$ cat config.mk
export PLATFORM = sky130hd
export DESIGN_NAME = console_line_editor
export DESIGN_NICKNAME = d
export VERILOG_FILES = /design/src/rtl/cle_pkg.sv /design/src/rtl/cle_ram.sv /design/src/rtl/cle_cmd_fifo.sv /design/src/rtl/cle_front.sv /design/src/rtl/cle_back.sv /design/src/rtl/console_line_editor.sv
export SDC_FILE = /design/constraint.sdc
export NUM_CORES = 1
export LEC_CHECK = 0
export BUFFER_PORTS_ARGS = -buffer_cell sky130_fd_sc_hd__buf_2
export CAP_MARGIN = 0
export CORE_AREA = 2 2 227 184
export DETAILED_ROUTE_END_ITERATION = 12
export DIE_AREA = 0 0 229 186
export GPL_TIMING_DRIVEN = 0
export PLACE_DENSITY = 0.64
export REMOVE_ABC_BUFFERS = 1
export SKIP_LAST_GASP = 1
export SLEW_MARGIN = 10
export SYNTH_ARGS = -nofsm -noshare
export SYNTH_HDL_FRONTEND = slang
export SYNTH_SLANG_ARGS = --single-unit
export TNS_END_PERCENT = 10
$ cat constraint.sdc
create_clock -name clk -period 4.9 [get_ports clk]
set_clock_uncertainty 0.2 [all_clocks]
set_input_delay 0.245 -clock clk [delete_from_list [all_inputs] [get_ports clk]]
set_output_delay 0.245 -clock clk [all_outputs]
set_load 0.005 [all_outputs]
$ cat src/rtl/cle_pkg.sv
package cle_pkg;

    localparam int LINE_MAX_DEF = 32;
    localparam int CMD_DEPTH    = 4;

    localparam int BYTE_W    = 8;
    localparam int LEN_W     = 5;
    localparam int MAXLEN_W  = 6;
    localparam int CFG_IDX_W = 2;
    localparam int ECHO_W    = 2;

    typedef logic [BYTE_W-1:0]    byte_t;
    typedef logic [LEN_W-1:0]     len_t;
    typedef logic [MAXLEN_W-1:0]  cfg_data_t;
    typedef logic [CFG_IDX_W-1:0] cfg_idx_t;
    typedef logic [ECHO_W-1:0]    echo_t;

    // configuration register indexes
    localparam cfg_idx_t CFG_ECHO_ENABLE = 2'd0;
    localparam cfg_idx_t CFG_EMPTY_OK    = 2'd1;
    localparam cfg_idx_t CFG_MAX_LEN     = 2'd2;

    localparam cfg_data_t MAX_LEN_RST = 6'd32;
    localparam cfg_data_t MAX_LEN_MIN = 6'd2;

    // echo work attached to a command word
    localparam echo_t ECHO_NONE  = 2'd0;
    localparam echo_t ECHO_CHAR  = 2'd1;
    localparam echo_t ECHO_ERASE = 2'd2;

    // character codes
    localparam byte_t CH_BS    = 8'd8;
    localparam byte_t CH_LF    = 8'd10;
    localparam byte_t CH_CR    = 8'd13;
    localparam byte_t CH_SP    = 8'd32;
    localparam byte_t CH_STAR  = 8'd42;
    localparam byte_t CH_DEL   = 8'd127;

    localparam logic KIND_ECHO = 1'b0;
    localparam logic KIND_LINE = 1'b1;

endpackage

$ cat src/rtl/cle_ram.sv
module cle_ram #(
    parameter int WIDTH = 8,
    parameter int DEPTH = 32
) (
    input  logic                     clk,
    input  logic                     we,
    input  logic [$clog2(DEPTH)-1:0] waddr,
    input  logic [WIDTH-1:0]         wdata,
    input  logic                     re,
    input  logic [$clog2(DEPTH)-1:0] raddr,
    output logic [WIDTH-1:0]         rdata
);

    logic [WIDTH-1:0] mem_reg [DEPTH];
    logic [WIDTH-1:0] rdata_reg;

    always_ff @(posedge clk)
    begin
        if (we)
        begin
            mem_reg[waddr] <= wdata;
        end
        if (re)
        begin
            rdata_reg <= mem_reg[raddr];
        end
    end

    assign rdata = rdata_reg;

endmodule

$ cat src/rtl/cle_cmd_fifo.sv
module cle_cmd_fifo #(
    parameter int WIDTH = 16,
    parameter int DEPTH = 4
) (
    input  logic             clk,
    input  logic             rst_n,
    input  logic             wr,
    input  logic [WIDTH-1:0] wdata,
    output logic             full,
    input  logic             rd,
    output logic [WIDTH-1:0] rdata,
    output logic             empty
);

    localparam int PW = $clog2(DEPTH);

    logic [WIDTH-1:0] data_reg [DEPTH];
    logic [PW-1:0]    wr_ptr_reg, wr_ptr_next;
    logic [PW-1:0]    rd_ptr_reg, rd_ptr_next;
    logic [PW:0]      cnt_reg, cnt_next;
    logic             do_wr, do_rd;

    assign full  = (cnt_reg == (PW+1)'(DEPTH));
    assign empty = (cnt_reg == '0);
    assign do_wr = wr && !full;
    assign do_rd = rd && !empty;
    assign rdata = data_reg[rd_ptr_reg];

    always_comb
    begin
        wr_ptr_next = wr_ptr_reg;
        rd_ptr_next = rd_ptr_reg;
        cnt_next    = cnt_reg;
        if (do_wr)
        begin
            wr_ptr_next = (wr_ptr_reg == PW'(DEPTH-1)) ? '0 : wr_ptr_reg + 1'b1;
        end
        if (do_rd)
        begin
            rd_ptr_next = (rd_ptr_reg == PW'(DEPTH-1)) ? '0 : rd_ptr_reg + 1'b1;
        end
        if (do_wr && !do_rd)
        begin
            cnt_next = cnt_reg + 1'b1;
        end
        else if (do_rd && !do_wr)
        begin
            cnt_next = cnt_reg - 1'b1;
        end
    end

    always_ff @(posedge clk or negedge rst_n)
    begin
        if (!rst_n)
        begin
            wr_ptr_reg <= '0;
            rd_ptr_reg <= '0;
            cnt_reg    <= '0;
        end
        else
        begin
            wr_ptr_reg <= wr_ptr_next;
            rd_ptr_reg <= rd_ptr_next;
            cnt_reg    <= cnt_next;
        end
    end

    always_ff @(posedge clk)
    begin
        if (do_wr)
        begin
            data_reg[wr_ptr_reg] <= wdata;
        end
    end

endmodule

$ cat src/rtl/cle_front.sv
module cle_front #(
    parameter int LINE_MAX = cle_pkg::LINE_MAX_DEF
) (
    input  logic                                     clk,
    input  logic                                     rst_n,
    input  logic                                     push,
    output logic                                     full,
    input  cle_pkg::byte_t                           rx_byte,
    input  logic                                     cfg_write,
    input  cle_pkg::cfg_idx_t                        cfg_index,
    input  cle_pkg::cfg_data_t                       cfg_data,
    input  logic                                     fifo_full,
    output logic                                     cmd_push,
    output logic [cle_pkg::ECHO_W+cle_pkg::BYTE_W+$clog2(LINE_MAX):0] cmd_word,
    output logic                                     ram_we,
    output logic [$clog2(LINE_MAX)-1:0]              ram_waddr,
    output cle_pkg::byte_t                           ram_wdata,
    input  logic                                     drain_done
);

    import cle_pkg::*;

    localparam int CW = $clog2(LINE_MAX);

    logic          echo_en_reg;
    logic          empty_ok_reg;
    cfg_data_t     max_len_reg;
    logic [CW-1:0] cursor_reg, cursor_next;
    logic          first_reg, first_next;
    logic          drain_pend_reg, drain_pend_next;

    logic          accept;
    logic          is_eol, is_erase, is_print;
    logic          done;
    echo_t         echo_code;
    byte_t         echo_byte;
    logic [CW-1:0] cur_upd;
    cfg_data_t     size_clamped, cap;

    assign full   = fifo_full || drain_pend_reg;
    assign accept = push && !full;

    assign is_eol   = (rx_byte == CH_CR) || (rx_byte == CH_LF);
    assign is_erase = (rx_byte == CH_BS) || (rx_byte == CH_DEL);
    assign is_print = !is_erase && (rx_byte >= CH_SP);

    always_comb
    begin
        if (max_len_reg < MAX_LEN_MIN)
        begin
            size_clamped = MAX_LEN_MIN;
        end
        else if (max_len_reg > MAXLEN_W'(LINE_MAX))
        begin
            size_clamped = MAXLEN_W'(LINE_MAX);
        end
        else
        begin
            size_clamped = max_len_reg;
        end
        cap = size_clamped - 1'b1;
    end

    // classify the byte and work out the new line state
    always_comb
    begin
        cur_upd   = cursor_reg;
        first_next = first_reg;
        done      = 1'b0;
        echo_code = ECHO_NONE;
        echo_byte = echo_en_reg ? rx_byte : CH_STAR;
        ram_we    = 1'b0;
        if (is_eol)
        begin
            if (!first_reg)
            begin
                first_next = 1'b1;
            end
            else if ((cursor_reg != '0) || empty_ok_reg)
            begin
                done = 1'b1;
            end
        end
        else
        begin
            first_next = 1'b1;
            if (is_erase)
            begin
                if (cursor_reg != '0)
                begin
                    cur_upd = cursor_reg - 1'b1;
                    if (echo_en_reg)
                    begin
                        echo_code = ECHO_ERASE;
                    end
                end
            end
            else if (is_print)
            begin
                if (cursor_reg < CW'(LINE_MAX-1))
                begin
                    ram_we  = accept;
                    cur_upd = cursor_reg + 1'b1;
                end
                echo_code = ECHO_CHAR;
            end
        end
        // buffer full after this byte also ends the line
        if (MAXLEN_W'(cur_upd) >= cap)
        begin
            done = 1'b1;
        end
        cursor_next = cur_upd;
        if (done)
        begin
            cursor_next = '0;
            first_next  = 1'b0;
        end
    end

    assign ram_waddr = cursor_reg;
    assign ram_wdata = rx_byte;
    assign cmd_push  = accept && ((echo_code != ECHO_NONE) || done);
    assign cmd_word  = {echo_code, echo_byte, done, cur_upd};

    always_comb
    begin
        drain_pend_next = drain_pend_reg;
        if (drain_done)
        begin
            drain_pend_next = 1'b0;
        end
        if (accept && done)
        begin
            drain_pend_next = 1'b1;
        end
    end

    always_ff @(posedge clk or negedge rst_n)
    begin
        if (!rst_n)
        begin
            echo_en_reg     <= 1'b1;
            empty_ok_reg    <= 1'b0;
            max_len_reg     <= MAX_LEN_RST;
            cursor_reg      <= '0;
            first_reg       <= 1'b0;
            drain_pend_reg  <= 1'b0;
        end
        else
        begin
            if (cfg_write)
            begin
                case (cfg_index)
                    CFG_ECHO_ENABLE: echo_en_reg     <= cfg_data[0];
                    CFG_EMPTY_OK:    empty_ok_reg    <= cfg_data[0];
                    CFG_MAX_LEN:     max_len_reg     <= cfg_data;
                    default:         ;
                endcase
            end
            if (accept)
            begin
                cursor_reg <= cursor_next;
                first_reg  <= first_next;
            end
            drain_pend_reg <= drain_pend_next;
        end
    end

endmodule

$ cat src/rtl/cle_back.sv
module cle_back #(
    parameter int LINE_MAX = cle_pkg::LINE_MAX_DEF
) (
    input  logic                                     clk,
    input  logic                                     rst_n,
    input  logic                                     cmd_empty,
    input  logic [cle_pkg::ECHO_W+cle_pkg::BYTE_W+$clog2(LINE_MAX):0] cmd_word,
    output logic                                     cmd_pop,
    output logic                                     ram_re,
    output logic [$clog2(LINE_MAX)-1:0]              ram_raddr,
    input  cle_pkg::byte_t                           ram_rdata,
    output logic                                     drain_done,
    output logic                                     empty,
    input  logic                                     pop,
    output logic                                     kind,
    output cle_pkg::byte_t                           data_byte,
    output logic                                     line_done,
    output cle_pkg::len_t                            line_length,
    output logic                                     last
);

    import cle_pkg::*;

    localparam int CW = $clog2(LINE_MAX);

    localparam logic [2:0] S_IDLE = 3'd0;
    localparam logic [2:0] S_ECHO = 3'd1;
    localparam logic [2:0] S_CR   = 3'd2;
    localparam logic [2:0] S_LF   = 3'd3;
    localparam logic [2:0] S_LINE = 3'd4;

    logic [2:0]    st_reg, st_next;
    echo_t         echo_reg, echo_next;
    byte_t         ebyte_reg, ebyte_next;
    logic          done_reg, done_next;
    logic [CW-1:0] len_reg, len_next;
    logic [1:0]    eidx_reg, eidx_next;
    logic [CW-1:0] k_reg, k_next;

    logic          ov_reg, ov_next;
    logic          okind_reg;
    byte_t         obyte_reg;
    logic          oram_reg;
    logic          odone_reg;
    len_t          olen_reg;
    logic          olast_reg;

    echo_t         c_echo;
    byte_t         c_byte;
    logic          c_done;
    logic [CW-1:0] c_len;

    logic          adv, gen, g_kind, g_ram, g_last;
    byte_t         g_byte;

    assign {c_echo, c_byte, c_done, c_len} = cmd_word;
    assign adv = !ov_reg || pop;

    always_comb
    begin
        st_next    = st_reg;
        echo_next  = echo_reg;
        ebyte_next = ebyte_reg;
        done_next  = done_reg;
        len_next   = len_reg;
        eidx_next  = eidx_reg;
        k_next     = k_reg;
        cmd_pop    = 1'b0;
        gen        = 1'b0;
        g_kind     = KIND_ECHO;
        g_byte     = CH_CR;
        g_ram      = 1'b0;
        g_last     = 1'b0;
        drain_done = 1'b0;
        case (st_reg)
            S_IDLE:
            begin
                if (!cmd_empty)
                begin
                    cmd_pop    = 1'b1;
                    echo_next  = c_echo;
                    ebyte_next = c_byte;
                    done_next  = c_done;
                    len_next   = c_len;
                    eidx_next  = '0;
                    if (c_echo != ECHO_NONE)
                    begin
                        st_next = S_ECHO;
                    end
                    else if (c_done)
                    begin
                        st_next = S_CR;
                    end
                end
            end
            S_ECHO:
            begin
                if (adv)
                begin
                    gen = 1'b1;
                    if (echo_reg == ECHO_CHAR)
                    begin
                        g_byte = ebyte_reg;
                    end
                    else
                    begin
                        g_byte = (eidx_reg == 2'd1) ? CH_SP : CH_BS;
                    end
                    if ((echo_reg == ECHO_CHAR) || (eidx_reg == 2'd2))
                    begin
                        g_last  = !done_reg;
                        st_next = done_reg ? S_CR : S_IDLE;
                    end
                    else
                    begin
                        eidx_next = eidx_reg + 1'b1;
                    end
                end
            end
            S_CR:
            begin
                if (adv)
                begin
                    gen     = 1'b1;
                    g_byte  = CH_CR;
                    st_next = S_LF;
                end
            end
            S_LF:
            begin
                if (adv)
                begin
                    gen    = 1'b1;
                    g_byte = CH_LF;
                    k_next = '0;
                    if (len_reg == '0)
                    begin
                        g_last     = 1'b1;
                        drain_done = 1'b1;
                        st_next    = S_IDLE;
                    end
                    else
                    begin
                        st_next = S_LINE;
                    end
                end
            end
            S_LINE:
            begin
                if (adv)
                begin
                    gen    = 1'b1;
                    g_kind = KIND_LINE;
                    g_ram  = 1'b1;
                    if (k_reg == len_reg - 1'b1)
                    begin
                        g_last     = 1'b1;
                        drain_done = 1'b1;
                        st_next    = S_IDLE;
                    end
                    else
                    begin
                        k_next = k_reg + 1'b1;
                    end
                end
            end
            default:
            begin
                st_next = S_IDLE;
            end
        endcase
    end

    // line bytes come from the store; the read lands with the output word
    assign ram_re    = gen && g_ram;
    assign ram_raddr = k_reg;

    always_comb
    begin
        ov_next = ov_reg;
        if (adv)
        begin
            ov_next = gen;
        end
    end

    always_ff @(posedge clk or negedge rst_n)
    begin
        if (!rst_n)
        begin
            st_reg <= S_IDLE;
            ov_reg <= 1'b0;
        end
        else
        begin
            st_reg <= st_next;
            ov_reg <= ov_next;
        end
    end

    always_ff @(posedge clk)
    begin
        echo_reg  <= echo_next;
        ebyte_reg <= ebyte_next;
        done_reg  <= done_next;
        len_reg   <= len_next;
        eidx_reg  <= eidx_next;
        k_reg     <= k_next;
        if (adv && gen)
        begin
            okind_reg <= g_kind;
            obyte_reg <= g_byte;
            oram_reg  <= g_ram;
            odone_reg <= done_reg;
            olen_reg  <= done_reg ? LEN_W'(len_reg) : '0;
            olast_reg <= g_last;
        end
    end

    assign empty       = !ov_reg;
    assign kind        = okind_reg;
    assign data_byte   = oram_reg ? ram_rdata : obyte_reg;
    assign line_done   = odone_reg;
    assign line_length = olen_reg;
    assign last        = olast_reg;

endmodule

$ cat src/rtl/console_line_editor.sv
// Console line editor: edits a line from received bytes, echoes, emits finished lines.
// A byte's first result word passes the command queue, back state and output register.
// The front takes one byte per cycle, unless full, into a 4-deep command queue; the back
// pops a command, sends all its result words (1 or 3 echo words, then CR, LF and the
// stored line) before the next, each held in the output register until it is popped.
// Reset (rst_n low, async): empty line, no command or word pending, registers at defaults.
module console_line_editor #(
    parameter int LINE_MAX = cle_pkg::LINE_MAX_DEF
) (
    input  logic               clk,
    input  logic               rst_n,
    // byte input side
    input  logic               push,
    output logic               full,
    input  cle_pkg::byte_t     rx_byte,
    // result side
    output logic               empty,
    input  logic               pop,
    output logic               kind,
    output cle_pkg::byte_t     data_byte,
    output logic               line_done,
    output cle_pkg::len_t      line_length,
    output logic               last,
    // configuration writes
    input  logic               cfg_write,
    input  cle_pkg::cfg_idx_t  cfg_index,
    input  cle_pkg::cfg_data_t cfg_data
);

    import cle_pkg::*;

    // cursor width; the store holds up to LINE_MAX-1 characters
    localparam int CW    = $clog2(LINE_MAX);
    // command word: echo code, echo byte, line done, line length
    localparam int CMD_W = ECHO_W + BYTE_W + 1 + CW;

    logic             fifo_full;
    logic             fifo_empty;
    logic             cmd_push;
    logic             cmd_pop;
    logic [CMD_W-1:0] cmd_wr_word;
    logic [CMD_W-1:0] cmd_rd_word;
    logic             ram_we;
    logic [CW-1:0]    ram_waddr;
    byte_t            ram_wdata;
    logic             ram_re;
    logic [CW-1:0]    ram_raddr;
    byte_t            ram_rdata;
    logic             drain_done;

    // Front: classifies bytes, updates cursor and store, queues echo and line-end commands.
    // It holds off new bytes while a finished line is still being drained,
    // so the store is never overwritten under the back's reads.
    cle_front #(
        .LINE_MAX (LINE_MAX)
    ) u_front (
        .clk        (clk),
        .rst_n      (rst_n),
        .push       (push),
        .full       (full),
        .rx_byte    (rx_byte),
        .cfg_write  (cfg_write),
        .cfg_index  (cfg_index),
        .cfg_data   (cfg_data),
        .fifo_full  (fifo_full),
        .cmd_push   (cmd_push),
        .cmd_word   (cmd_wr_word),
        .ram_we     (ram_we),
        .ram_waddr  (ram_waddr),
        .ram_wdata  (ram_wdata),
        .drain_done (drain_done)
    );

    // Short command queue between front and back.
    cle_cmd_fifo #(
        .WIDTH (CMD_W),
        .DEPTH (CMD_DEPTH)
    ) u_cmd_fifo (
        .clk   (clk),
        .rst_n (rst_n),
        .wr    (cmd_push),
        .wdata (cmd_wr_word),
        .full  (fifo_full),
        .rd    (cmd_pop),
        .rdata (cmd_rd_word),
        .empty (fifo_empty)
    );

    // Line store: written by the front, read by the back while draining.
    cle_ram #(
        .WIDTH (BYTE_W),
        .DEPTH (LINE_MAX)
    ) u_line_ram (
        .clk   (clk),
        .we    (ram_we),
        .waddr (ram_waddr),
        .wdata (ram_wdata),
        .re    (ram_re),
        .raddr (ram_raddr),
        .rdata (ram_rdata)
    );

    // Back: expands each command into echo words, CR LF and the line bytes,
    // through a one-word output register.
    cle_back #(
        .LINE_MAX (LINE_MAX)
    ) u_back (
        .clk         (clk),
        .rst_n       (rst_n),
        .cmd_empty   (fifo_empty),
        .cmd_word    (cmd_rd_word),
        .cmd_pop     (cmd_pop),
        .ram_re      (ram_re),
        .ram_raddr   (ram_raddr),
        .ram_rdata   (ram_rdata),
        .drain_done  (drain_done),
        .empty       (empty),
        .pop         (pop),
        .kind        (kind),
        .data_byte   (data_byte),
        .line_done   (line_done),
        .line_length (line_length),
        .last        (last)
    );

endmodule
* Word-level counts from Yosys, hierarchy flattened
Memory sizes are Yosys's and may differ from the RTL's. A register that Yosys moved wholly into a read port is not among the register bits.
Cells that the tools add are included.
** Operators by class
- Mux-type cells :: 72
- Magnitude comparators :: 5
- Add/sub/neg operators :: 10
- Bitwise operators :: 1
- Eq/ne operators :: 27
- Reductions and logical operators :: 44
** Operators by type and width (number)
- 2-to-1 mux 5 bit :: 9
- 2-to-1 mux 3 bit :: 13
- 2-to-1 mux 8 bit :: 4
- 2-to-1 mux 1 bit :: 27
- equality test 8 x 4 -> 1 bit, second input constant :: 3
- 2-to-1 mux 2 bit :: 10
- 2-to-1 mux 6 bit :: 3
- one-hot mux 8 bit (2 select lines) :: 1
- one-hot mux 3 bit (5 select lines) :: 1
- != test 2 x 1 -> 1 bit, second input constant :: 6
- nonzero test 2 bit :: 6
- adder 5 x 1 -> 5 bit, second input constant :: 2
- logical AND 1 bit :: 10
- one-hot mux 5 bit (2 select lines) :: 1
- subtractor 5 x 1 -> 5 bit, second input constant :: 2
- equality test 2 bit, second input constant :: 4
- equality test 8 x 7 -> 1 bit, second input constant :: 1
- >= comparator 8 x 6 -> 1 bit, second input constant :: 1
- logical NOT 1 bit :: 8
- AND reduction 2 bit :: 4
- AND reduction 4 bit :: 2
- AND reduction 8 bit :: 1
- logical OR 1 bit :: 7
- adder 2 x 1 -> 2 bit, second input constant :: 3
- other kinds (23) :: 30
** Storage, ports and cells
- Input bits :: 21
- Bits in writable memories :: 320
- Memories :: 2
- Output and inout port bits :: 18
- Bits in registers :: 65
** Memory list
- u_line_ram.mem_reg :: words 32, width 8, rd ports 1, clocked after Yosys merged registers in 1, write ports 1, RTL line cle_ram.sv:14 : logic [WIDTH-1:0] mem_reg [DEPTH];
- u_cmd_fifo.data_reg :: words 4, width 16, rd ports 1, clocked after Yosys merged registers in 0, write ports 1, RTL line cle_cmd_fifo.sv:17 : logic [WIDTH-1:0] data_reg [DEPTH];

* Logic depth before layout (Yosys ltp)
Gate-level depths: netlist of the first run.
- Word-level depth :: 16
- Depth in mapped cells :: 19

* Modules after synthesis
From an unflattened synthesis of the first run, not the netlist that was laid out.
** Second synthesis, totals
- Cells, all modules :: 841
- Area, all modules :: 16248.1 µm²
** By module, submodules not included
- cle_ram :: area each 10133.5 µm², sequential area each 7927.6 µm², cells each 417, instances 1
- cle_cmd_fifo :: area each 2757.6 µm², sequential area each 2097.0 µm², cells each 121, instances 1
- cle_back :: area each 2039.5 µm², sequential area each 1271.2 µm², cells each 154, instances 1
- cle_front :: area each 1317.5 µm², sequential area each 377.9 µm², cells each 149, instances 1

* Worst setup path before layout of the first run
Ideal clock, no wire load.
- Path type :: register -> register
- Start point :: register u_front.cursor_reg[0], in the netlist u_front.ram_waddr[0]
- End point :: register u_cmd_fifo.cnt_reg[1]
- Path slack :: 0.372 ns
- Setup time :: 0.125 ns
- Stages on the path, launching flop included :: 18
- Buffers on the path :: 0
- Arrival time :: 4.203 ns
- Data required time :: 4.575 ns
- Cells stage by stage :: dfrtp_1 inv_1 ha_1 or4b_4 inv_1 mux2i_1 mux2i_1 inv_1 ha_1 or3b_2 o211ai_1 a21oi_1 a211o_1 o311a_4 ha_1 inv_1 fa_1 mux2_2
** On the way
- Elaborated cells between the ends (all ways) :: 27
- Classes of those cells :: add/sub (2); order compare (2); mux (13); reduce/logical (10)
** RTL lines
- start, declared :: RTL line cle_front.sv:28 : logic [CW-1:0] cursor_reg, cursor_next;
- start signal, assigned :: RTL line cle_front.sv:163 : cursor_reg <= cursor_next;
- adder 5 x 1 -> 5 bit or < comparator 5 bit (tied branches) :: RTL line cle_front.sv:103, cle_front.sv:100
- 2-to-1 mux 5 bit :: RTL line cle_front.sv:100 : if (cursor_reg < CW'(LINE_MAX-1))
- 2-to-1 mux 5 bit :: RTL line cle_front.sv:98 : else if (is_print)
- 2-to-1 mux 5 bit :: RTL line cle_front.sv:87 : if (is_erase)
- 2-to-1 mux 5 bit * :: RTL line cle_front.sv:73 : if (is_eol)
- net cmd_wr_word[0] :: RTL line console_line_editor.sv:41 : logic [CMD_W-1:0] cmd_wr_word;
- >= comparator 5 x 6 -> 1 bit * :: RTL line cle_front.sv:109 : if (MAXLEN_W'(cur_upd) >= cap)
- 2-to-1 mux 1 bit * :: RTL line cle_front.sv:109
- net cmd_wr_word[5] :: RTL line console_line_editor.sv:41
- logical OR 1 bit * :: RTL line cle_front.sv:123 : assign cmd_push = accept && ((echo_code != ECHO_NONE) || done);
- logical AND 1 bit * :: RTL line cle_front.sv:123
- logical AND 1 bit * :: RTL line cle_cmd_fifo.sv:25 : assign do_wr = wr && !full;
- net u_cmd_fifo.do_wr :: RTL line cle_cmd_fifo.sv:21 : logic do_wr, do_rd;
- logical AND 1 bit * :: RTL line cle_cmd_fifo.sv:42 : if (do_wr && !do_rd)
- 2-to-1 mux 3 bit * :: RTL line cle_cmd_fifo.sv:42
- net u_cmd_fifo.cnt_next[1] :: RTL line cle_cmd_fifo.sv:20 : logic [PW:0] cnt_reg, cnt_next;
- end signal, assigned :: RTL line cle_cmd_fifo.sv:64 : cnt_reg <= cnt_next;
- end, declared :: RTL line cle_cmd_fifo.sv:20
Mark *: on every way through the listed nets, which the timed path passes. The rest lies on a longest branch.
A chain may end at the register's enable or synchronous reset.

* Final worst setup path of the first run
- Start point :: register u_front.cursor_reg[1], in the netlist u_front.ram_waddr[1]
- End point :: register u_cmd_fifo.cnt_reg[1]
** On the way
- Elaborated cells between the ends (all ways) :: 27
- Classes of those cells :: add/sub (2); order compare (2); mux (13); reduce/logical (10)
** RTL lines (RTL line)
- < comparator 5 bit :: cle_front.sv:100
- 2-to-1 mux 5 bit :: cle_front.sv:100
- 2-to-1 mux 5 bit :: cle_front.sv:98
- 2-to-1 mux 5 bit * :: cle_front.sv:87
- 2-to-1 mux 5 bit * :: cle_front.sv:73
- net cmd_wr_word[0] :: console_line_editor.sv:41
- >= comparator 5 x 6 -> 1 bit * :: cle_front.sv:109
- 2-to-1 mux 1 bit * :: cle_front.sv:109
- net cmd_wr_word[5] :: console_line_editor.sv:41
- logical OR 1 bit * :: cle_front.sv:123
- logical AND 1 bit * :: cle_front.sv:123
- logical AND 1 bit * :: cle_cmd_fifo.sv:25
- net u_cmd_fifo.do_wr :: cle_cmd_fifo.sv:21
- logical AND 1 bit * :: cle_cmd_fifo.sv:42
- 2-to-1 mux 3 bit * :: cle_cmd_fifo.sv:42
- net u_cmd_fifo.cnt_next[1] :: cle_cmd_fifo.sv:20
Marked as above.

==> results by group, run 1 <==
Logic synthesis
  • Register bit count reported by yosys: 393
  • Proportion of synthesized flip-flops having asynchronous set or reset: 6.62%
  • Syn Inst Count: 831
  • Register area share after synthesis: 72.9%
  • Number of different library cells in the post-synthesis netlist: 53
  • Flip-flop cell with the highest count after synthesis: sky130_fd_sc_hd__edfxtp_1
  • Summed instance area of the synthesized netlist: 16000 sq um
  • Number of enable flip-flop cells after synthesis: 367
  • YS warnings: 0
  • Syn Area/Cell: 19.3 sq um

Cells and area
  • Register Area: 11700 sq um
  • Flip-flop count of the largest register after layout: 256
  • Final-layout fill cell count: 3388
  • Area of the multi-input gates: 4180 sq um
  • Antenna cells: 0
  • Count of nets after finishing: 952
  • Fraction of the core area covered by cells at the end of the flow: 46.1%
  • Area grow syn2layout: 15.9%
  • Fraction of final layout cells sized beyond drive strength 1: 26.5%

Detailed routing
  • DRT iter0 DRCs: 614
  • Total number of vias: 7866
  • Pre-antenna DRT Iters: 7
  • DR WL/cell: 21.8 microns
  • Via density per instance: 5.30
  • Drt drc: 0
  • Post-Route WL: 32400 microns
  • Antenna Violating Nets Remaining: 0

GRT
  • Met1 track demand over resource: 22.5%
  • Initial antenna violation count: 1
  • Met2 GRT Util: 24.1%
  • Overall overflow remaining after global route: 0
  • Total routing resource utilization after global routing: 15.4%
  • Number of global-route vias before repair: 7986
  • Global Route met3 Usage: 3.05%
  • Wire length of the first global-routing pass: 49500 microns
  • Global routing's busiest layer: met2
  • Largest net degree at the start of global routing: 38

Floorplanning
  • Horiz. Die Dim: 229 microns
  • Die outline area: 42600 sq um
  • Placeable core region: 40300 sq um
  • Die boundary height: 186 microns
  • IO Count: 39
  • Site Rows: 66
  • Initial cell density of the core: 39.7%

Timing
  • Final critical-path required period: 4730 ps
  • Final clock period utilization by the worst path: 96.5%
  • Setup repair after global routing missed its margin: false
  • Remaining max-slew budget at the tightest pin: 23.4%
  • Timing-limited maximum frequency: 0.212 GHz
  • Final-layout worst hold slack: 79.2 ps
  • Number of hold violations in the final report: 0
  • Setup violation total in the final timing report: 0
  • Count of final max-slew check failures: 0
  • Worst-Margin Slew: 1150 ps

Clocking
  • Number of buffers inserted during clock tree synthesis: 40
  • Clock transition time at the flip-flop clock pins of the worst setup and hold paths: 60 ps
  • Latest clock arrival within the worst-skew pair: 540 ps
  • Number of sinks on the clock net: 393
  • Clock tree from TritonCTS: yes
  • Depth of the CTS H-tree: 2
  • Buffer type at the clock tree root: sky130_fd_sc_hd__clkbuf_16
  • Buffer levels on the longest clock path: 3

Power
  • Worst vdd rail ir drop: 0.290 mV
  • Net Switching: 0.00240 W
  • Sequential fraction of design power: 47.3%
  • Combinational share of power: 19.0%
  • Internal cell power: 0.00677 W
  • Net switching share of the total power: 26.2%
  • Leakage: 6.10 nW
  • Power per standard cell area: 494 nW/um^2
  • Clock Power Share: 33.7%

Worst hold path
  • Hold WC Path Type: primary input to async pin

Critical path
  • WP data arrival: 4950 ps
  • FF-to-FF setup slack: 170 ps
  • Terminus of the critical flop-to-flop path: u_cmd_fifo.cnt_reg[1]
  • Worst Reg2Reg Path Length in Cells: 17
  • Largest fanout on the critical path: 7
  • Critical path start-end classification: flip-flop to flip-flop
  • Worst R2R Start: u_front.ram_waddr[1]
  • Setup crit end kind: flip-flop
  • Critical path data required time: 5120 ps
  • Startpoint type of the worst setup path: flip-flop

Flow run
  • Max-cap violations: 0

Place
  • Routability cong.: 0.815
  • Port-buffer cells: 38
  • HPWL after detailed placement: 20400 microns

Outcome
  • Status: complete, no violations
==> synthesized netlist by cell type (3+ instances only) <==
| cell type | count | area (sq um) |
|---|---|---|
| sky130_fd_sc_hd__nand3b_1 | 4 | 30.0 |
| sky130_fd_sc_hd__clkbuf_1 | 21 | 78.8 |
| sky130_fd_sc_hd__nor2b_1 | 5 | 31.3 |
| sky130_fd_sc_hd__mux2i_1 | 4 | 40.0 |
| sky130_fd_sc_hd__o21ai_0 | 7 | 35.0 |
| sky130_fd_sc_hd__buf_1 | 5 | 18.8 |
| sky130_fd_sc_hd__edfxtp_1 | 367 | 11000 |
| sky130_fd_sc_hd__a211oi_1 | 4 | 30.0 |
| sky130_fd_sc_hd__o21a_1 | 4 | 30.0 |
| sky130_fd_sc_hd__nand2b_1 | 8 | 50.1 |
| sky130_fd_sc_hd__nor3_1 | 16 | 80.1 |
| sky130_fd_sc_hd__xor2_1 | 10 | 87.6 |
| sky130_fd_sc_hd__and2_1 | 18 | 113 |
| sky130_fd_sc_hd__a21oi_1 | 13 | 65.1 |
| sky130_fd_sc_hd__a31oi_1 | 3 | 18.8 |
| sky130_fd_sc_hd__o31ai_1 | 3 | 22.5 |
| sky130_fd_sc_hd__nor3b_1 | 3 | 22.5 |
| sky130_fd_sc_hd__nand4_1 | 3 | 18.8 |
| sky130_fd_sc_hd__xnor2_1 | 4 | 35.0 |
| sky130_fd_sc_hd__a22o_1 | 5 | 43.8 |
| sky130_fd_sc_hd__mux4_2 | 96 | 2160 |
| sky130_fd_sc_hd__dfrtp_1 | 24 | 601 |
| sky130_fd_sc_hd__nor2_1 | 68 | 255 |
| sky130_fd_sc_hd__ha_1 | 21 | 263 |
| sky130_fd_sc_hd__nand3_1 | 8 | 40.0 |
| sky130_fd_sc_hd__buf_2 | 4 | 20.0 |
| sky130_fd_sc_hd__nand2_1 | 25 | 93.8 |
| sky130_fd_sc_hd__mux2_2 | 25 | 282 |
| sky130_fd_sc_hd__a211o_1 | 3 | 26.3 |
| sky130_fd_sc_hd__a21o_1 | 4 | 30.0 |
| sky130_fd_sc_hd__inv_1 | 17 | 63.8 |
==> power by group through the flow <==
| stage | clock [W] | combinational, W | sequential, W |
|---|---|---|---|
| floorplan | 0 | 0.00109 | 0.00437 |
| global placement | 0 | 0.00150 | 0.00453 |
| CTS | 0.00315 | 0.00174 | 0.00434 |
| finish | 0.00309 | 0.00174 | 0.00433 |
| detailed placement | 0 | 0.00171 | 0.00441 |
| global route | 0.00328 | 0.00190 | 0.00438 |
==> area by class of cell <==
| type | count | share of cell area [%] |
|---|---|---|
| Sequential cell | 393 | 62.9 |
| Clock inverter | 20 | 1.32 |
| Inverter | 17 | 0.344 |
| Clock buffer | 52 | 5.86 |
| Multi-Input combinational cell | 390 | 22.5 |
| Timing Repair Buffer | 67 | 3.40 |
| Tap cell | 544 | 3.67 |
==> worst max-delay path by stage <==
stage,from,end
global placement,u_back.ram_raddr[0],u_line_ram.rdata[0]
floorplan,u_front.ram_waddr[0],u_cmd_fifo.cnt_reg[1]
global route,u_front.ram_waddr[1],u_cmd_fifo.cnt_reg[1]
finish,u_front.ram_waddr[1],u_cmd_fifo.cnt_reg[1]
detailed placement,rx_byte[7],u_cmd_fifo.cnt_reg[1]
CTS,u_front.ram_waddr[0],u_cmd_fifo.cnt_reg[1]
==> metrics by stage <==
step	power, W	instances	worst slack [ps]	cell area, sq um	setup TNS [ps]
2_1_floorplan	0.00545	800	372	15900	0
3_3_place_gp	0.00603	1382	-1070	16800	-35830
3_5_place_dp	0.00611	1394	-746	17000	-33600
4_1_cts	0.00923	1480	35.8	18500	0
5_1_grt	0.00956	1483	13.4	18600	0
6_report	0.00916	1483	174	18600	0
==> critical path: stages, from the launching register on <==
cell and delay, ps:
sky130_fd_sc_hd__dfrtp_1 450, sky130_fd_sc_hd__inv_2 140, sky130_fd_sc_hd__ha_2 220, sky130_fd_sc_hd__or4b_4 520, sky130_fd_sc_hd__inv_1 90, sky130_fd_sc_hd__mux2i_1 100, sky130_fd_sc_hd__mux2i_4 210, sky130_fd_sc_hd__inv_1 70
sky130_fd_sc_hd__ha_1 290, sky130_fd_sc_hd__or3b_2 460, sky130_fd_sc_hd__o211ai_1 110, sky130_fd_sc_hd__a21oi_1 90, sky130_fd_sc_hd__a211o_2 320, sky130_fd_sc_hd__o311a_4 370, sky130_fd_sc_hd__ha_1 220, sky130_fd_sc_hd__inv_1 100
sky130_fd_sc_hd__fa_1 400, sky130_fd_sc_hd__mux2_2 270
==> routing by layer <==
layer  vias up  share of wire (%)
li1       3506                  -
met1      4098                 46
met2       224                 47
met3        38                6.0
met4         0                1.3
met5         -                  0
==> timing repair <==
item,CTS,global route
endpoints found under the setup margin,66,2
gates resized for setup,6,1
hold buffers,13,0
setup buffers,1,3
hold endpoints to repair,37,0
pin swaps,0,1
==> placed cells by master, fill, tap and decap left out, types with 6 or more instances in the layout <==
cell type | Yosys | layout
sky130_fd_sc_hd__a21oi_1 | 13 | 13
sky130_fd_sc_hd__and2_1 | 18 | 18
sky130_fd_sc_hd__buf_16 | 0 | 8
sky130_fd_sc_hd__buf_2 | 4 | 38
sky130_fd_sc_hd__clkbuf_1 | 21 | 9
sky130_fd_sc_hd__clkbuf_16 | 0 | 41
sky130_fd_sc_hd__clkinv_1 | 0 | 6
sky130_fd_sc_hd__dfrtp_1 | 24 | 24
sky130_fd_sc_hd__dlygate4sd3_1 | 0 | 13
sky130_fd_sc_hd__edfxtp_1 | 367 | 367
sky130_fd_sc_hd__ha_1 | 21 | 20
sky130_fd_sc_hd__inv_1 | 17 | 15
sky130_fd_sc_hd__mux2_2 | 25 | 25
sky130_fd_sc_hd__mux4_2 | 96 | 96
sky130_fd_sc_hd__nand2_1 | 25 | 25
sky130_fd_sc_hd__nand2b_1 | 8 | 8
sky130_fd_sc_hd__nand3_1 | 8 | 8
sky130_fd_sc_hd__nor2_1 | 68 | 67
sky130_fd_sc_hd__nor3_1 | 16 | 16
sky130_fd_sc_hd__o21ai_0 | 7 | 7
sky130_fd_sc_hd__xor2_1 | 10 | 10
==> cell families after synthesis <==
logic type / after synthesis / share of synthesized area [%]
flops: 393 / 72.9
mux: 127 / 15.7
fa+ha+maj: 22 / 1.77
buf+inv: 48 / 1.18
simple gates: 171 / 5.21
compound gates: 56 / 2.50
xor+xnor: 14 / 0.766
Power figures use the tool's default switching activity.
==> run 2: changes to the inputs <==
--- a/config.mk
+++ b/config.mk
@@ -8,6 +8,7 @@
 export BUFFER_PORTS_ARGS = -buffer_cell sky130_fd_sc_hd__buf_2
 export CAP_MARGIN = 0
 export CORE_AREA = 2 2 227 184
+export CTS_BUF_LIST = sky130_fd_sc_hd__clkbuf_8
 export DETAILED_ROUTE_END_ITERATION = 12
 export DIE_AREA = 0 0 229 186
 export GPL_TIMING_DRIVEN = 0
==> run 2 against run 1 <==
  * Global-route usage rose by 0.18 points
  * Flip-flop and latch count did not move
  * Final cell count rose by 2.9%
  * Sequential share of layout area rose by 0.89 points
  * Maximum frequency rose by 0.36%
  * Register-to-register slack improved by 20 ps
  * Final area fell by 1.4%
  * Combinational power barely moved
  * First-iteration DRC count rose by 2.9%
  * Utilization fell by 0.64 points
  * Worst setup slack improved by 17 ps
  * Highest routed layer unchanged
==> results by group, run 2 (same netlist as run 1, synthesis figures left out) <==
Outcome
  • Status: complete, no violations

GRT
  • Number of global-route vias before repair: 8164 (+2.2%)
  • Initial antenna violation count: 0 (-1)
  • Largest net degree at the start of global routing: 38 (unchanged)
  • Total routing resource utilization after global routing: 15.6% (+0.18 points)
  • Overall overflow remaining after global route: 0 (unchanged)
  • Wire length of the first global-routing pass: 50100 microns (+1.1%)

Critical path
  • Crit path cell chain: inv_2, ha_2, or4b_4, inv_1, mux2i_1, mux2i_4, inv_1, ha_1, or3b_2, o211ai_1, a21oi_1, a211o_2, o311a_4, ha_1, inv_1, fa_1, mux2_2
  • Largest fanout on the critical path: 7 (unchanged)
  • Setup crit end kind: flip-flop
  • Sum of buffers and inverters on the critical path: 4 (unchanged)
  • Startpoint type of the worst setup path: flip-flop
  • Maximum single-stage delay on the critical path: 520 ps (about the same)
  • Critical path data required time: 5190 ps (+70 ps)
  • Cell type of the slowest stage on the worst timing path: sky130_fd_sc_hd__or4b_4
  • Gate family responsible for the most delay along the worst path: adder cells
  • Most Frequent Cell on Critical Path: sky130_fd_sc_hd__inv_1
  • Critical path start-end classification: flip-flop to flip-flop
  • WP data arrival: 5000 ps (+50 ps)

Power
  • Net switching share of the total power: 27.8% (+1.7 points)
  • Sequential fraction of design power: 51.6% (+4.3 points)
  • Internal cell power: 0.00605 W (-11%)
  • Worst vdd rail ir drop: 0.203 mV (-30%)
  • Net Switching: 0.00233 W (-2.6%)
  • Combinational share of power: 20.9% (+1.9 points)
  • Clock Power Share: 27.5% (-6.2 points)
  • Leakage: 6.08 nW (-0.34%)
  • Total power after layout: 0.00838 W (-8.5%)
  • Power per standard cell area: 458 nW/um^2 (-7.2%)

Place
  • Cell Area, Placed: 17000 sq um (unchanged)
  • Cells after DPL: 1394 (unchanged)
  • Port-buffer cells: 38 (unchanged)
  • Routability cong.: 0.815 (unchanged)
  • HPWL after detailed placement: 20400 microns (unchanged)

Cells and area
  • Area of the multi-input gates: 4180 sq um (unchanged)
  • Count of nets after finishing: 977 (+2.6%)
  • Flip-flop count of the largest register after layout: 256 (unchanged)
  • Final-layout fill cell count: 3459 (+2.1%)
  • Non-Filler Instances: 1526 (+2.9%)
  • Commonest non-fill, non-tap cells in the layout: sky130_fd_sc_hd__edfxtp_1 (367), sky130_fd_sc_hd__mux4_2 (96), sky130_fd_sc_hd__nor2_1 (67)
  • Final instance area: 18300 sq um (-1.4%)
  • Most frequent standard cell in the layout excluding fill and tap cells: sky130_fd_sc_hd__edfxtp_1
  • Fraction of final layout cells sized beyond drive strength 1: 26.3% (-0.19 points)
  • Area grow syn2layout: 14.3%
  • Register Area: 11700 sq um (about the same)

Floorplanning
  • Horiz. Die Dim: 229 microns (unchanged)
  • Die boundary height: 186 microns (unchanged)
  • IO Count: 39 (unchanged)
  • Placeable core region: 40300 sq um (unchanged)
  • Die outline area: 42600 sq um (unchanged)
  • Initial cell density of the core: 39.7% (unchanged)
  • Site Rows: 66 (unchanged)

Clocking
  • Clock tree from TritonCTS: yes
  • Depth of the CTS H-tree: 2 (unchanged)
  • Number of buffers inserted during clock tree synthesis: 58 (+45%)
  • Latest clock arrival within the worst-skew pair: 600 ps (+60 ps)
  • Clock transition time at the flip-flop clock pins of the worst setup and hold paths: 70 ps (about the same)
  • Buffer type at the clock tree root: sky130_fd_sc_hd__clkbuf_8
  • Buffer levels on the longest clock path: 3 (unchanged)
  • Number of sinks on the clock net: 393 (unchanged)

Detailed routing
  • Total number of vias: 7957 (+1.2%)
  • Drt drc: 0 (unchanged)
  • DR WL/cell: 21.3 microns (-2.3%)
  • Post-Route WL: 32500 microns (+0.50%)
  • Antenna Violating Nets Remaining: 0 (unchanged)
  • Pre-antenna DRT Iters: 5 (-2)
  • DRT iter0 DRCs: 632 (+2.9%)
  • Via density per instance: 5.21 (-1.7%)

Timing
  • Final clock period utilization by the worst path: 96.1% (-0.34 points)
  • Number of hold violations in the final report: 0 (unchanged)
  • Final-layout worst hold slack: 26.1 ps (-53.1 ps)
  • Worst-Margin Slew: 1140 ps (-13.8 ps)
  • Remaining max-slew budget at the tightest pin: 24.3% (+0.92 points)
  • Timing-limited maximum frequency: 0.212 GHz (+0.36%)
  • Setup repair after global routing missed its margin: false
  • Final critical-path required period: 4710 ps (-16.8 ps)
  • Count of final max-slew check failures: 0 (unchanged)
  • Setup violation total in the final timing report: 0 (unchanged)

Flow run
  • Max-cap violations: 0 (unchanged)

Worst hold path
  • Hold WC Path Type: primary input to flip-flop
-- run 2: path summary, 6_finish.rpt --
| check | from | to | slack, ps | cells past startpoint |
|---|---|---|---|---|
| worst min register to register | u_front.first_reg | u_front.first_reg | 280 | 1 |
| min in group asynchronous | rst_n | u_front.ram_waddr[4] | 450 | 3 |
| max in group asynchronous | rst_n | u_back.ov_reg | 2670 | 4 |
| worst max register to register | u_front.ram_waddr[0] | u_cmd_fifo.cnt_reg[1] | 190 | 17 |
| worst min-delay path | rx_byte[0] | u_line_ram.mem_reg[9][0] | 30 | 1 |
| worst max-delay path | u_front.ram_waddr[0] | u_cmd_fifo.cnt_reg[1] | 190 | 17 |
-- run 2: cell type report --
class | count | share of cell area, %
inverter | 17 | 0.349
clock inverter | 47 | 1.02
timing repair buffer | 74 | 3.83
sequential | 393 | 63.8
tap | 544 | 3.72
antenna | 2 | 0.0273
multi-input combinational | 390 | 22.8
clock buffer | 59 | 4.44
-- run 2: power by group through the flow --
stage               Sequential, W  Combinational, W  Clock, W
floorplan                 0.00437           0.00109         0
global placement          0.00453           0.00150         0
detailed placement        0.00441           0.00171         0
CTS                       0.00434           0.00175   0.00238
global route              0.00437           0.00191   0.00252
finish                    0.00433           0.00175   0.00231
-- run 2: worst reg2reg max path: stages (launching register included) --
cell                       delay (ps)
sky130_fd_sc_hd__dfrtp_1          450
sky130_fd_sc_hd__inv_2            130
sky130_fd_sc_hd__ha_2             210
sky130_fd_sc_hd__or4b_4           520
sky130_fd_sc_hd__inv_1            100
sky130_fd_sc_hd__mux2i_1          100
sky130_fd_sc_hd__mux2i_4          210
sky130_fd_sc_hd__inv_1             80
sky130_fd_sc_hd__ha_1             300
sky130_fd_sc_hd__or3b_2           460
sky130_fd_sc_hd__o211ai_1         110
sky130_fd_sc_hd__a21oi_1           90
sky130_fd_sc_hd__a211o_2          320
sky130_fd_sc_hd__o311a_4          370
sky130_fd_sc_hd__ha_1             220
sky130_fd_sc_hd__inv_1             90
sky130_fd_sc_hd__fa_1             390
sky130_fd_sc_hd__mux2_2           270
-- run 2: per-layer routing --
layer,up-vias,part of all wire (%),GRT usage (%)
met3,36,5.7,3.43
met1,4136,47,22.7
met2,210,46,24.0
li1,3575,-,-
met5,-,0,0
met4,0,1.3,3.69
-- run 2: repair_timing --
| item | CTS | global route |
|---|---|---|
| buffers inserted | 1 | 3 |
| hold buffers | 20 | 0 |
| pin swaps | 0 | 1 |
| endpoints found under the setup margin | 66 | 2 |
| endpoints found under the hold margin | 41 | 0 |
| gates resized for setup | 6 | 2 |
-- run 2: stage by stage --
stage | TNS [ps] | util [%] | worst slack [ps]
2_1_floorplan | 0 | - | 372
3_3_place_gp | -35830 | 41.6 | -1070
3_5_place_dp | -33600 | 42.3 | -746
5_1_grt | 0 | 45.4 | 7.27
6_report | 0 | 45.4 | 191
4_1_cts | 0 | 45.3 | 28.4
